**src/rtl/core/hslr_pkg.sv**
```systemverilog
// package: widths, types and helpers of the hsl to rgb converter
package hslr_pkg;

    localparam int HUE_BITS  = 12;
    localparam int CH_W      = 8;
    localparam int SAT_LSB   = HUE_BITS;
    localparam int LIGHT_LSB = HUE_BITS + CH_W;
    localparam int S_TDATA_W = ((HUE_BITS + 2 * CH_W + 7) / 8) * 8;
    localparam int M_TDATA_W = 3 * CH_W;
    localparam int H6_W      = HUE_BITS + 3;
    localparam int DIFF_W    = CH_W + 1;
    localparam int SCALED_W  = DIFF_W + HUE_BITS;
    localparam int VAL_W     = CH_W + 3;

    typedef logic signed [VAL_W-1:0] val_t;

    // hue sextants, named by the pair of primaries they sweep between
    typedef enum logic [2:0] {
        SEXT_R_TO_Y = 3'd0,
        SEXT_Y_TO_G = 3'd1,
        SEXT_G_TO_C = 3'd2,
        SEXT_C_TO_B = 3'd3,
        SEXT_B_TO_M = 3'd4,
        SEXT_M_TO_R = 3'd5
    } sext_t;

    typedef struct packed {
        val_t                peak;
        val_t                base;
        logic [SCALED_W-1:0] scaled;
        sext_t               sext;
        logic                gray;
        logic [CH_W-1:0]     light;
    } mix_in_t;

    typedef struct packed {
        logic [CH_W-1:0] red;
        logic [CH_W-1:0] green;
        logic [CH_W-1:0] blue;
    } rgb_t;

    // floor(x / 255) for x up to 255*255
    function automatic logic [CH_W-1:0] div255(input logic [2*CH_W-1:0] x);
        logic [2*CH_W:0] t;
        t = {1'b0, x} + {{(CH_W+1){1'b0}}, x[2*CH_W-1:CH_W]} + {{(2*CH_W){1'b0}}, 1'b1};
        return t[2*CH_W-1:CH_W];
    endfunction

    function automatic logic [CH_W-1:0] clamp8(input val_t x);
        logic [CH_W-1:0] r;
        if (x < 0) begin
            r = '0;
        end else if (x > val_t'(255)) begin
            r = 8'd255;
        end else begin
            r = x[CH_W-1:0];
        end
        return r;
    endfunction

endpackage

```
**src/rtl/core/hslr_mix.sv**
```systemverilog
// final stage logic: mid values, sextant routing and clamping
module hslr_mix
    import hslr_pkg::*;
(
    input  mix_in_t mix_in,
    output rgb_t    rgb
);

    val_t vsf;
    val_t mid1;
    val_t mid2;
    val_t r;
    val_t g;
    val_t b;
    val_t lv;

    assign vsf  = val_t'(mix_in.scaled[SCALED_W-1:HUE_BITS]);
    assign mid1 = mix_in.base + vsf;
    assign mid2 = mix_in.peak - vsf;
    assign lv   = val_t'({1'b0, mix_in.light});

    always_comb begin
        r = mix_in.peak;
        g = mix_in.base;
        b = mid2;
        if (mix_in.gray) begin
            r = lv;
            g = lv;
            b = lv;
        end else begin
            case (mix_in.sext)
                SEXT_R_TO_Y: begin
                    r = mix_in.peak; g = mid1;        b = mix_in.base;
                end
                SEXT_Y_TO_G: begin
                    r = mid2;        g = mix_in.peak; b = mix_in.base;
                end
                SEXT_G_TO_C: begin
                    r = mix_in.base; g = mix_in.peak; b = mid1;
                end
                SEXT_C_TO_B: begin
                    r = mix_in.base; g = mid2;        b = mix_in.peak;
                end
                SEXT_B_TO_M: begin
                    r = mid1;        g = mix_in.base; b = mix_in.peak;
                end
                SEXT_M_TO_R: begin
                    r = mix_in.peak; g = mix_in.base; b = mid2;
                end
                default: begin
                    r = mix_in.peak; g = mix_in.base; b = mid2;
                end
            endcase
        end
    end

    assign rgb.red   = clamp8(r);
    assign rgb.green = clamp8(g);
    assign rgb.blue  = clamp8(b);

endmodule

```
**src/rtl/core/hsl_to_rgb_converter_top.sv**
```systemverilog
// top level: four-stage pipelined hsl to rgb color converter
// an input transaction moves through the p1, p2, p3 and out_reg stage registers in order to m_tvalid
// throughput: one transaction per cycle while m_tready is high, set by the four-stage register pipeline
// stalls on m_tready back up stage by stage; empty stages still accept new items
// reset: aresetn low clears all stage valid bits synchronously, payload is not reset
module hsl_to_rgb_converter_top
    import hslr_pkg::*;
(
    input  logic                 aclk,
    input  logic                 aresetn,
    input  logic                 s_tvalid,
    output logic                 s_tready,
    input  logic [S_TDATA_W-1:0] s_tdata,   // hue, saturation, lightness, zero pad
    output logic                 m_tvalid,
    input  logic                 m_tready,
    output logic [M_TDATA_W-1:0] m_tdata    // red, green, blue
);

    // input fields
    logic [HUE_BITS-1:0] s_hue;
    logic [CH_W-1:0]     s_sat;
    logic [CH_W-1:0]     s_light;

    assign s_hue   = s_tdata[HUE_BITS-1:0];
    assign s_sat   = s_tdata[SAT_LSB +: CH_W];
    assign s_light = s_tdata[LIGHT_LSB +: CH_W];

    // stage valid bits and per-stage load enables
    logic v1_reg, v2_reg, v3_reg, v4_reg;
    logic v1_next, v2_next, v3_next, v4_next;
    logic rdy1, rdy2, rdy3, rdy4;

    // a stage may load when it is empty or its content moves on this cycle
    assign rdy4 = !v4_reg || m_tready;
    assign rdy3 = !v3_reg || rdy4;
    assign rdy2 = !v2_reg || rdy3;
    assign rdy1 = !v1_reg || rdy2;

    assign s_tready = rdy1;

    assign v1_next = rdy1 ? s_tvalid : v1_reg;
    assign v2_next = rdy2 ? v1_reg   : v2_reg;
    assign v3_next = rdy3 ? v2_reg   : v3_reg;
    assign v4_next = rdy4 ? v3_reg   : v4_reg;

    always_ff @(posedge aclk) begin
        if (!aresetn) begin
            v1_reg <= 1'b0;
            v2_reg <= 1'b0;
            v3_reg <= 1'b0;
            v4_reg <= 1'b0;
        end else begin
            v1_reg <= v1_next;
            v2_reg <= v2_next;
            v3_reg <= v3_next;
            v4_reg <= v4_next;
        end
    end

    // stage 1: l*s product and hue times six
    logic [2*CH_W-1:0] p1_prod_reg,  p1_prod_next;
    logic [H6_W-1:0]   p1_h6_reg,    p1_h6_next;
    logic [CH_W-1:0]   p1_sat_reg;
    logic [CH_W-1:0]   p1_light_reg;

    assign p1_prod_next = (2*CH_W)'(s_light) * (2*CH_W)'(s_sat);
    // 6h as 4h + 2h
    assign p1_h6_next = {1'b0, s_hue, 2'b00} + {2'b00, s_hue, 1'b0};

    always_ff @(posedge aclk) begin
        if (rdy1 && s_tvalid) begin
            p1_prod_reg  <= p1_prod_next;
            p1_h6_reg    <= p1_h6_next;
            p1_sat_reg   <= s_sat;
            p1_light_reg <= s_light;
        end
    end

    // stage 2: peak, base and their spread
    logic [CH_W-1:0]     ls;
    val_t                l_val, s_val, ls_val;
    val_t                p2_peak_reg,  p2_peak_next;
    val_t                p2_base_reg,  p2_base_next;
    val_t                spread;
    logic [DIFF_W-1:0]   p2_diff_reg,  p2_diff_next;
    sext_t               p2_sext_reg;
    logic [HUE_BITS-1:0] p2_fract_reg;
    logic                p2_gray_reg,  p2_gray_next;
    logic [CH_W-1:0]     p2_light_reg;

    assign ls     = div255(p1_prod_reg);
    assign l_val  = val_t'({1'b0, p1_light_reg});
    assign s_val  = val_t'({1'b0, p1_sat_reg});
    assign ls_val = val_t'({1'b0, ls});

    // threshold of half lightness is l <= 127, i.e. msb clear
    assign p2_peak_next = p1_light_reg[CH_W-1] ? (l_val + s_val - ls_val) : (l_val + ls_val);
    assign p2_base_next = l_val + l_val - p2_peak_next;
    assign spread       = p2_peak_next - p2_base_next;
    assign p2_diff_next = (spread < 0) ? '0 : spread[DIFF_W-1:0];
    // zero peak gives gray
    assign p2_gray_next = (p2_peak_next <= 0);

    always_ff @(posedge aclk) begin
        if (rdy2 && v1_reg) begin
            p2_peak_reg  <= p2_peak_next;
            p2_base_reg  <= p2_base_next;
            p2_diff_reg  <= p2_diff_next;
            p2_sext_reg  <= sext_t'(p1_h6_reg[H6_W-1:HUE_BITS]);
            p2_fract_reg <= p1_h6_reg[HUE_BITS-1:0];
            p2_gray_reg  <= p2_gray_next;
            p2_light_reg <= p1_light_reg;
        end
    end

    // stage 3: spread times hue fraction
    mix_in_t p3_reg, p3_next;

    always_comb begin
        p3_next.peak   = p2_peak_reg;
        p3_next.base   = p2_base_reg;
        p3_next.scaled = SCALED_W'(p2_diff_reg) * SCALED_W'(p2_fract_reg);
        p3_next.sext   = p2_sext_reg;
        p3_next.gray   = p2_gray_reg;
        p3_next.light  = p2_light_reg;
    end

    always_ff @(posedge aclk) begin
        if (rdy3 && v2_reg) begin
            p3_reg <= p3_next;
        end
    end

    // stage 4: mid values and routing into the output register
    rgb_t out_reg, out_next;

    hslr_mix u_mix (
        .mix_in (p3_reg),
        .rgb    (out_next)
    );

    always_ff @(posedge aclk) begin
        if (rdy4 && v3_reg) begin
            out_reg <= out_next;
        end
    end

    assign m_tvalid = v4_reg;
    assign m_tdata  = {out_reg.blue, out_reg.green, out_reg.red};

endmodule

```
**config.mk**
```make
export PLATFORM = sky130hd
export DESIGN_NAME = hsl_to_rgb_converter_top
export DESIGN_NICKNAME = d
export VERILOG_FILES = /design/src/rtl/core/hslr_pkg.sv /design/src/rtl/core/hslr_mix.sv /design/src/rtl/core/hsl_to_rgb_converter_top.sv
export SDC_FILE = /design/constraint.sdc
export NUM_CORES = 1
export LEC_CHECK = 0
export BUFFER_PORTS_ARGS = -buffer_cell sky130_fd_sc_hd__buf_2
export CORE_MARGIN = 3
export CORE_UTILIZATION = 56
export DETAILED_ROUTE_END_ITERATION = 16
export PLACE_DENSITY = 0.78
export SLEW_MARGIN = 10
export SYNTH_ARGS = -nofsm -noshare
export SYNTH_HDL_FRONTEND = slang
export SYNTH_SLANG_ARGS = --single-unit
```
**constraint.sdc**
```tcl
create_clock -name aclk -period 8.91 [get_ports aclk]
set_clock_uncertainty 0.05 [all_clocks]
set_input_delay 0.891 -clock aclk [delete_from_list [all_inputs] [get_ports aclk]]
set_output_delay 0.891 -clock aclk [all_outputs]
set_load 0.01 [all_outputs]
```
After elaboration in Yosys (flattened, before gate mapping). Cells that the tools add are included.

Eq/ne operators: 4. Multiply operators: 2. Muxes and demuxes: 10. Reductions and logical operators: 17. $add $sub $neg: 11. Order comparisons: 8.

Operator list (number): one-hot mux 11 bit (3 select lines) (3); less-than comparator 11 x 1 -> 1 bit (second input constant) (4); 2-to-1 mux 11 bit (4); > comparator 11 x 9 -> 1 bit (second input constant) (3); adder 8 x 8 -> 9 bit (3); 2-to-1 mux 8 bit (3); multiplier 9 x 12 -> 21 bit (1); adder 16 x 1 -> 16 bit (second input constant) (1); adder 16 x 8 -> 16 bit (1); multiplier 8 x 8 -> 16 bit (1); adder 14 x 13 -> 15 bit (1); adder 11 x 10 -> 11 bit (1); less-or-equal comparator 11 x 1 -> 1 bit (second input constant) (1); subtractor 10 x 11 -> 11 bit (1); subtractor 11 x 10 -> 11 bit (1); subtractor 11 bit (1); subtractor 9 x 8 -> 10 bit (1); OR reduction 2 bit (4); equality test 3 x 2 -> 1 bit (second input constant) (2); logical AND 1 bit (4); logical NOT 1 bit (4); logical OR 1 bit (4); equality test 3 x 1 -> 1 bit (second input constant) (1); equality test 3 bit (second input constant) (1); logical NOT 3 bit (1).

Input port bits: 36. Bits in registers: 185. Output and inout bits: 26.

Longest topological paths before layout. Gate-level depths: netlist of run 1.

Depth in word-level cells: 7. Depth in mapped cells: 32. Depth with buffers taken out: 32.

Cells and area by module. Synthesis of run 1 repeated with hierarchy kept, for this count alone.

Cell total of the unflattened synthesis: 1490. Area total of the unflattened synthesis: 15372.2 um^2.

Modules (own cells, without submodules): hsl_to_rgb_converter_top (area each 12714.7 um^2, sequential area each 5245.0 um^2, cells each 1074, instances 1); hslr_mix (area each 2657.5 um^2, sequential area each 0.0 um^2, cells each 416, instances 1).

Worst setup path before layout of run 1. No wires, ideal clock.

Path type: reg-to-reg. From: register p1_prod_reg[9]. To: register p2_diff_reg[2] (data pin). Library setup time: 0.270 ns. Stages on the path, launching flop included: 29. Data arrival time: 5.953 ns. Path slack: 2.638 ns. Cell sequence: edfxtp_1 > ha_1 > o21a_1 > o21a_1 > o21ai_0 > a21oi_1 > o21a_1 > nand2_1 > xnor2_1 > inv_1 > fa_1 > ha_1 > a211oi_2 > nor2_1 > o32ai_1 > inv_1 > ha_1 > nand3_1 > a211oi_2 > o32ai_1 > o31ai_1 > a31oi_1 > xor2_1 > ha_1 > and3_1 > o211ai_1 > and2_1 > a211oi_4 > nor3_1.

Cells in the longest elaborated chain, start to end: 7. Elaborated cells on any way between the ends: 8. Those cells by class: 6 x add/sub; 1 x order compare; 1 x mux.

RTL lines: start, declared (line hsl_to_rgb_converter_top.sv:61) `logic [2*CH_W-1:0] p1_prod_reg, p1_prod_next;`; start signal, assigned (line hsl_to_rgb_converter_top.sv:72) `p1_prod_reg <= p1_prod_next;`; adder 16 x 8 -> 16 bit (*) (line hslr_pkg.sv:45) `t = {1'b0, x} + {{(CH_W+1){1'b0}}, x[2*CH_W-1:CH_W]} + {{(2*CH_W){1'b0}}, 1'b1};`; adder 16 x 1 -> 16 bit (*) (line hslr_pkg.sv:45); subtractor 9 x 8 -> 10 bit or adder 8 x 8 -> 9 bit (tied branches) (line hsl_to_rgb_converter_top.sv:97) `assign p2_peak_next = p1_light_reg[CH_W-1] ? (l_val + s_val - ls_val) : (l_val + ls_val);`; 2-to-1 mux 11 bit (*) (line hsl_to_rgb_converter_top.sv:97); named net p2_peak_next[3] (line hsl_to_rgb_converter_top.sv:82) `val_t p2_peak_reg, p2_peak_next;`; subtractor 10 x 11 -> 11 bit (line hsl_to_rgb_converter_top.sv:98) `assign p2_base_next = l_val + l_val - p2_peak_next;`; subtractor 11 bit (*) (line hsl_to_rgb_converter_top.sv:99) `assign spread = p2_peak_next - p2_base_next;`; less-than comparator 11 x 1 -> 1 bit (*) (line hsl_to_rgb_converter_top.sv:100) `assign p2_diff_next = (spread < 0) ? '0 : spread[DIFF_W-1:0];`; end signal, assigned (line hsl_to_rgb_converter_top.sv:108) `p2_diff_reg <= p2_diff_next;`; end, declared (line hsl_to_rgb_converter_top.sv:85) `logic [DIFF_W-1:0] p2_diff_reg, p2_diff_next;`.

The timed path passes the listed nets; every way through them passes the cells marked *. A chain may end at the register's enable or synchronous reset.

Worst setup path after layout of run 1.
From: register p1_prod_reg[9]. To: register p2_diff_reg[3] (data pin).

Cells in the longest elaborated chain, start to end: 7. Elaborated cells on any way between the ends: 8. Those cells by class: 6 x add/sub; 1 x order compare; 1 x mux.

RTL lines (line): adder 16 x 8 -> 16 bit (*) (hslr_pkg.sv:45); adder 16 x 1 -> 16 bit (*) (hslr_pkg.sv:45); subtractor 9 x 8 -> 10 bit or adder 8 x 8 -> 9 bit (tied branches) (hsl_to_rgb_converter_top.sv:97); 2-to-1 mux 11 bit (*) (hsl_to_rgb_converter_top.sv:97); named net p2_peak_next[3] (hsl_to_rgb_converter_top.sv:82); subtractor 10 x 11 -> 11 bit (hsl_to_rgb_converter_top.sv:98); subtractor 11 bit (*) (hsl_to_rgb_converter_top.sv:99); less-than comparator 11 x 1 -> 1 bit (hsl_to_rgb_converter_top.sv:100).

Marks and branches as above.

==> results of run 1 <==
-- worst max-delay path, delay by kind of cell, from the launching register on --
family / cells / cell delay [ns]
AOI/OAI and AO/OA: 13 / 3.17
and+or+nand+nor: 7 / 0.89
adders and majority gates: 5 / 1.85
xor gates and xnor gates: 2 / 0.33
buffers and inverters: 2 / 0.20
DFF: 1 / 0.45
-- final timing paths --
| check | from | to |
|---|---|---|
| max | p1_prod_reg[9] | p2_diff_reg[3] |
| min | p2_peak_reg[7] | p3_reg[51] |
| max reg2reg | p1_prod_reg[9] | p2_diff_reg[3] |
| min reg2reg | p2_peak_reg[7] | p3_reg[51] |
-- kinds of logic (layout without fill, tap and decap cells) --
| kind of cell | count (synthesis) | count (layout) | synth area share (%) |
|---|---|---|---|
| AOI/OAI and AO/OA | 315 | 315 | 14.9 |
| and+or+nand+nor | 422 | 422 | 14.3 |
| adders and majority gates | 255 | 255 | 26.9 |
| muxes | 14 | 14 | 0.994 |
| xor gates and xnor gates | 68 | 68 | 4.04 |
| DFF | 166 | 166 | 33.6 |
| buffers and inverters | 206 | 268 | 5.33 |
-- layout by cell type (no fill, tap or decap), drive strengths merged, types with 10 or more instances in the layout --
cell type / synthesis / layout
inv: 171 / 179
edfxtp: 162 / 162
ha: 151 / 151
nand2: 121 / 121
fa: 103 / 103
nor2: 93 / 93
and2: 92 / 92
o21ai: 70 / 70
buf: 11 / 64
a21oi: 62 / 62
xnor2: 49 / 49
a211oi: 25 / 25
o21a: 21 / 21
nor2b: 21 / 21
xor2: 19 / 19
nor3: 18 / 18
clkbuf: 23 / 18
a21o: 16 / 16
a31oi: 16 / 16
nand3: 16 / 16
nand2b: 12 / 12
or3: 12 / 12
o21bai: 11 / 11
o211ai: 11 / 11
and3: 10 / 10
-- through the flow --
step / std cells / utilization (%)
3_3_place_gp: 1806 / 60.2
2_1_floorplan: 1446 / -
3_5_place_dp: 1806 / 60.2
4_1_cts: 1838 / 62.4
5_1_grt: 1838 / 62.4
6_report: 1838 / 62.4
-- metal layers --
metal / part of all wire [%] / vias up / global-route usage, %
met3: 5.1 / 88 / 3.33
met5: 0 / - / 0
met4: 3.7 / 0 / 9.68
li1: - / 5191 / -
met1: 43 / 5157 / 30.1
met2: 48 / 352 / 38.5
-- synth_stat cells, types with 6 or more instances --
master,number
or2_2,6
o21bai_1,11
inv_1,170
o211ai_1,10
a31oi_1,16
a21boi_0,8
ha_1,151
a211oi_1,21
nand2b_1,12
nand3b_1,6
nand3_1,15
xor2_1,19
a21oi_1,62
xnor2_1,49
o21a_1,20
a21o_1,15
mux2i_1,9
edfxtp_1,162
o21ai_0,65
and3_1,9
clkbuf_1,23
and2_1,91
nor3_1,18
nand2_1,121
or3_1,10
nor2_1,92
buf_1,7
a311oi_1,9
o31a_1,6
nor2b_1,21
fa_1,103
o31ai_1,9
-- cell type report --
cell class                      instances  area (um^2)  area share, %
Clock buffer                           18          429           2.69
Clock inverter                         14          135          0.848
Inverter                              172          646           4.05
Multi-Input combinational cell       1074         9030           56.7
Sequential cell                       166         4940           31.0
Tap cell                              330          413           2.59
Timing Repair Buffer                   64          338           2.12
==> results_dict.tcl, run 1 <==
set metrics [dict create \
    status "finished, final reports clean" \
    synth_edf_count 162 \
    syn_nets 1736 \
    min_period_ns 7.22 \
    setup_viol 0 \
    finalWeightedCongestion 0.906 \
    grt_first_pass_wirelength_mm 52.9 \
    num_rows 58 \
    largest_reg_flops 41 \
    relSlewSlack_pct 24.3 \
    clock_sinks 166 \
    critPathSlowestCell "o32ai_1" \
    cts_tree "yes" \
    synthTopCellsByArea "edfxtp_1 33%, fa_1 14%, ha_1 13%" \
    drt_iter0_markers 621 \
    antenna-diode-count 0 \
    start_util_pct 57.7 \
    reg2reg_depth 29 \
    syn-cell-area_um2 14700 \
    gr-total-overflow 0 \
    clock_latency_ns 0.43 \
    synth_top_area_share_pct 33.0 \
    cp_data_arrival_time_ns 7.34 \
    ctsResizeCount 0 \
    max_freq_mhz 139 \
    worst_path_largest_cell_delay_ns 0.57 \
    antenna_left 0 \
    die_w_um 168 \
    ys_warn_count 0 \
    dpl.hpwl_mm 24.8 \
    wl_per_cell_um 17.3 \
    grt_pass1_vias 10735 \
    viasPerCell 5.87 \
    cts_root_buffer "clkbuf_16" \
    worst_slack_ns 1.69 \
    grt_max_degree 52 \
    synth_seq_area_share_pct 33.6 \
    worst_setup_path_end_kind "register" \
    first_pass_iters 6 \
    tightest_slew_ns 1.13 \
    io_buffer_count 57 \
    antenna_found_initial 0 \
    cpMostUsedCell "ha_1" \
    whs_ns 0.363 \
    rsz0062_at_grt "no" \
    finalMaxSlewViolations 0 \
    synth_ff_type "edfxtp_1" \
    hold_viol 0 \
    ios 62 \
    fp.dieArea_um2 28300 \
    synthArstFlopShare_pct 0 \
    area_growth_pct 8.23 \
    syn_avg_cell_area_um2 10.2 \
    maxCapViolCount 0 \
    cp_max_fo 8 \
    fp.dieH_um 168 \
    layout-drive-gt1-share_pct 8.55 \
    ys_ff_latch 166 \
    post_cts_buffers 0 \
    yosys.area.top_type "edfxtp_1" \
    clk_pin_slew_worst_paths_ns 0.07 \
    nFillCells 2032 \
    rrSetupSlack_ns 1.69 \
    min_period_over_period_pct 81.0 \
    placedInstanceArea_um2 15400 \
    start_kind "register" \
    numCtsBuffers 17 \
    post-place-ws_ns 1.76 \
    hold_class "reg2reg" \
    synthCells 1446 \
    grtUsageTotal_pct 23.0 \
    cts-htree-levels 4 \
    final_net_count 1785 \
    drc 0 \
    final_area_um2 15900 \
    fin_setup_tns_ns 0 \
    required_ns 9.03 \
    synth.distinct_cells 85 \
    holdPathStages 0 \
    core_area_um2 25500 \
    cts_max_path_buffers 2 \
    num_vias 10788 \
    cts_hold_buf 0 \
    critical_path_class "reg2reg" \
    wirelength_mm 31.8 \
]
Power of run 1 is not shown: default switching activity piles up to over one toggle a cycle in this logic, so the estimate is an artifact.
==> inputs of run 2 (changes only) <==
--- a/config.mk
+++ b/config.mk
@@ -5,11 +5,12 @@
 export SDC_FILE = /design/constraint.sdc
 export NUM_CORES = 1
 export LEC_CHECK = 0
+export ABC_AREA = 1
 export BUFFER_PORTS_ARGS = -buffer_cell sky130_fd_sc_hd__buf_2
 export CORE_MARGIN = 3
 export CORE_UTILIZATION = 56
 export DETAILED_ROUTE_END_ITERATION = 16
-export PLACE_DENSITY = 0.78
+export PLACE_DENSITY = 0.81
 export SLEW_MARGIN = 10
 export SYNTH_ARGS = -nofsm -noshare
 export SYNTH_HDL_FRONTEND = slang
==> constraint.sdc (replaced) <==
create_clock -name aclk -period 6.43 [get_ports aclk]
set_clock_uncertainty 0.05 [all_clocks]
set_input_delay 0.643 -clock aclk [delete_from_list [all_inputs] [get_ports aclk]]
set_output_delay 0.643 -clock aclk [all_outputs]
set_load 0.01 [all_outputs]
==> results_dict.tcl, run 2 <==
set metrics [dict create \
    first_pass_iters 5 \
    start_util_pct 57.3 \
    grt_pass1_vias 11319 \
    cts_max_path_buffers 2 \
    wirelength_mm 32.9 \
    num_rows 58 \
    final_net_count 1956 \
    drt_iter0_markers 770 \
    viasPerCell 5.46 \
    rrSetupSlack_ns 0.29 \
    synth_top_area_share_pct 33.5 \
    io_buffer_count 57 \
    hold_viol 0 \
    final_area_um2 15800 \
    syn-cell-area_um2 14500 \
    status "finished, final reports clean" \
    synth_edf_count 162 \
    hold_class "reg2reg" \
    area_growth_pct 8.65 \
    antenna_left 0 \
    cp_max_fo 8 \
    min_period_ns 6.14 \
    cp_data_arrival_time_ns 6.27 \
    syn_avg_cell_area_um2 8.93 \
    yosysMostFrequentCell "inv_1" \
    antenna-diode-count 0 \
    cts-htree-levels 4 \
    gr-total-overflow 0 \
    grt_first_pass_wirelength_mm 54.3 \
    grtUsageTotal_pct 24.1 \
    wl_per_cell_um 16.4 \
    synth_ff_type "edfxtp_1" \
    critPathSlowestCell "fa_1" \
    relSlewSlack_pct 23.3 \
    dpl.hpwl_mm 25.9 \
    layout-drive-gt1-share_pct 10.5 \
    worst_path_largest_cell_delay_ns 0.54 \
    required_ns 6.57 \
    synthTopCellsByArea "edfxtp_1 34%, fa_1 14%, ha_1 13%" \
    ys_ff_latch 166 \
    synth.distinct_cells 53 \
    tightest_slew_ns 1.15 \
    num_vias 10971 \
    synth_top_cells_by_count "362 x inv_1, 341 x nand2_1, 162 x edfxtp_1" \
    fp.dieArea_um2 27900 \
    grt_max_degree 52 \
    clock_latency_ns 0.44 \
    numCtsBuffers 17 \
    cts_tree "yes" \
    fp.dieH_um 167 \
    synthCells 1625 \
    cts_root_buffer "clkbuf_16" \
    clk_pin_slew_worst_paths_ns 0.08 \
    placedInstanceArea_um2 15100 \
    largest_reg_flops 41 \
    min_period_over_period_pct 95.5 \
    ys_warn_count 0 \
    finalMaxSlewViolations 0 \
    worst_setup_path_end_kind "register" \
    finalWeightedCongestion 0.952 \
    ios 62 \
    yosys.area.top_type "edfxtp_1" \
    core_area_um2 25300 \
    final_cell_mix "361 x inv_1, 341 x nand2_1, 162 x edfxtp_1, 147 x ha_1, 103 x fa_1" \
    final_common_cell "inv_1" \
    critical_path_class "reg2reg" \
    syn_nets 1915 \
    max_freq_mhz 163 \
    synth_seq_area_share_pct 34.1 \
    die_w_um 167 \
    synthArstFlopShare_pct 0 \
    setup_viol 0 \
    clock_sinks 166 \
    start_kind "register" \
    maxCapViolCount 0 \
    drc 0 \
    antenna_found_initial 0 \
]
## run 2: final cells by class
| class | count | area (um^2) |
|---|---|---|
| tap | 330 | 413 |
| clock buffer | 18 | 439 |
| multi-input combinational | 1046 | 8090 |
| sequential | 166 | 4940 |
| timing repair buffer | 63 | 330 |
| inverter | 372 | 1400 |
| clock inverter | 14 | 150 |
| fill | 2043 | 9570 |
## run 2: per-layer routing
metal | part of all wire, % | track usage (%) | vias up
met3 | 6.3 | 4.20 | 117
met5 | 0 | 0 | -
li1 | - | - | 5228
met1 | 39 | 29.5 | 5197
met2 | 50 | 41.9 | 429
met4 | 4.6 | 11.0 | 0
## run 2: metrics by stage
| stage | hold slack [ns] | setup slack [ns] | std cells | TNS [ns] | utilization [%] |
|---|---|---|---|---|---|
| floorplan | 0.350 | 0.821 | 1625 | 0 | - |
| global placement | 0.351 | 0.429 | 1974 | 0 | 59.5 |
| detailed placement | 0.355 | 0.195 | 1974 | 0 | 59.5 |
| CTS | 0.352 | 0.115 | 2006 | 0 | 61.8 |
| global route | 0.354 | -0.111 | 2009 | -0.843 | 62.2 |
| finish | 0.360 | 0.293 | 2009 | 0 | 62.2 |
## run 2: cell families after synthesis
kind of cell	share of synthesized area, %
xor+xnor	3.80
fa+ha+maj	27.2
simple gates	15.8
compound gates	8.32
buf+inv	10.7
flops	34.1
## run 2: final timing paths
kind / start / to / depth (start not counted)
setup reg to reg: p1_prod_reg[10] / p2_diff_reg[5] / 34
hold reg to reg: p2_peak_reg[5] / p3_reg[49] / 0
setup / recovery: p1_prod_reg[10] / p2_diff_reg[5] / 34
hold / removal: p2_peak_reg[5] / p3_reg[49] / 0
## run 2: timing repair
action,4_1_cts,5_1_grt
hold buffers,0,0
buffers inserted,0,3
resized for setup,0,15
endpoints found under the setup margin,0,8
## run 2: worst max-delay path, delay by kind of cell, from the launching register on
kind	cells	cell delay [ns]
buffers and inverters	4	0.32
AO/OA/AOI/OAI	7	1.23
flip-flops	1	0.44
adder cells (fa/ha/maj)	5	1.65
AND/OR/NAND/NOR	17	1.98
XOR/XNOR	1	0.19
Power of run 2 is left out for the same reason.
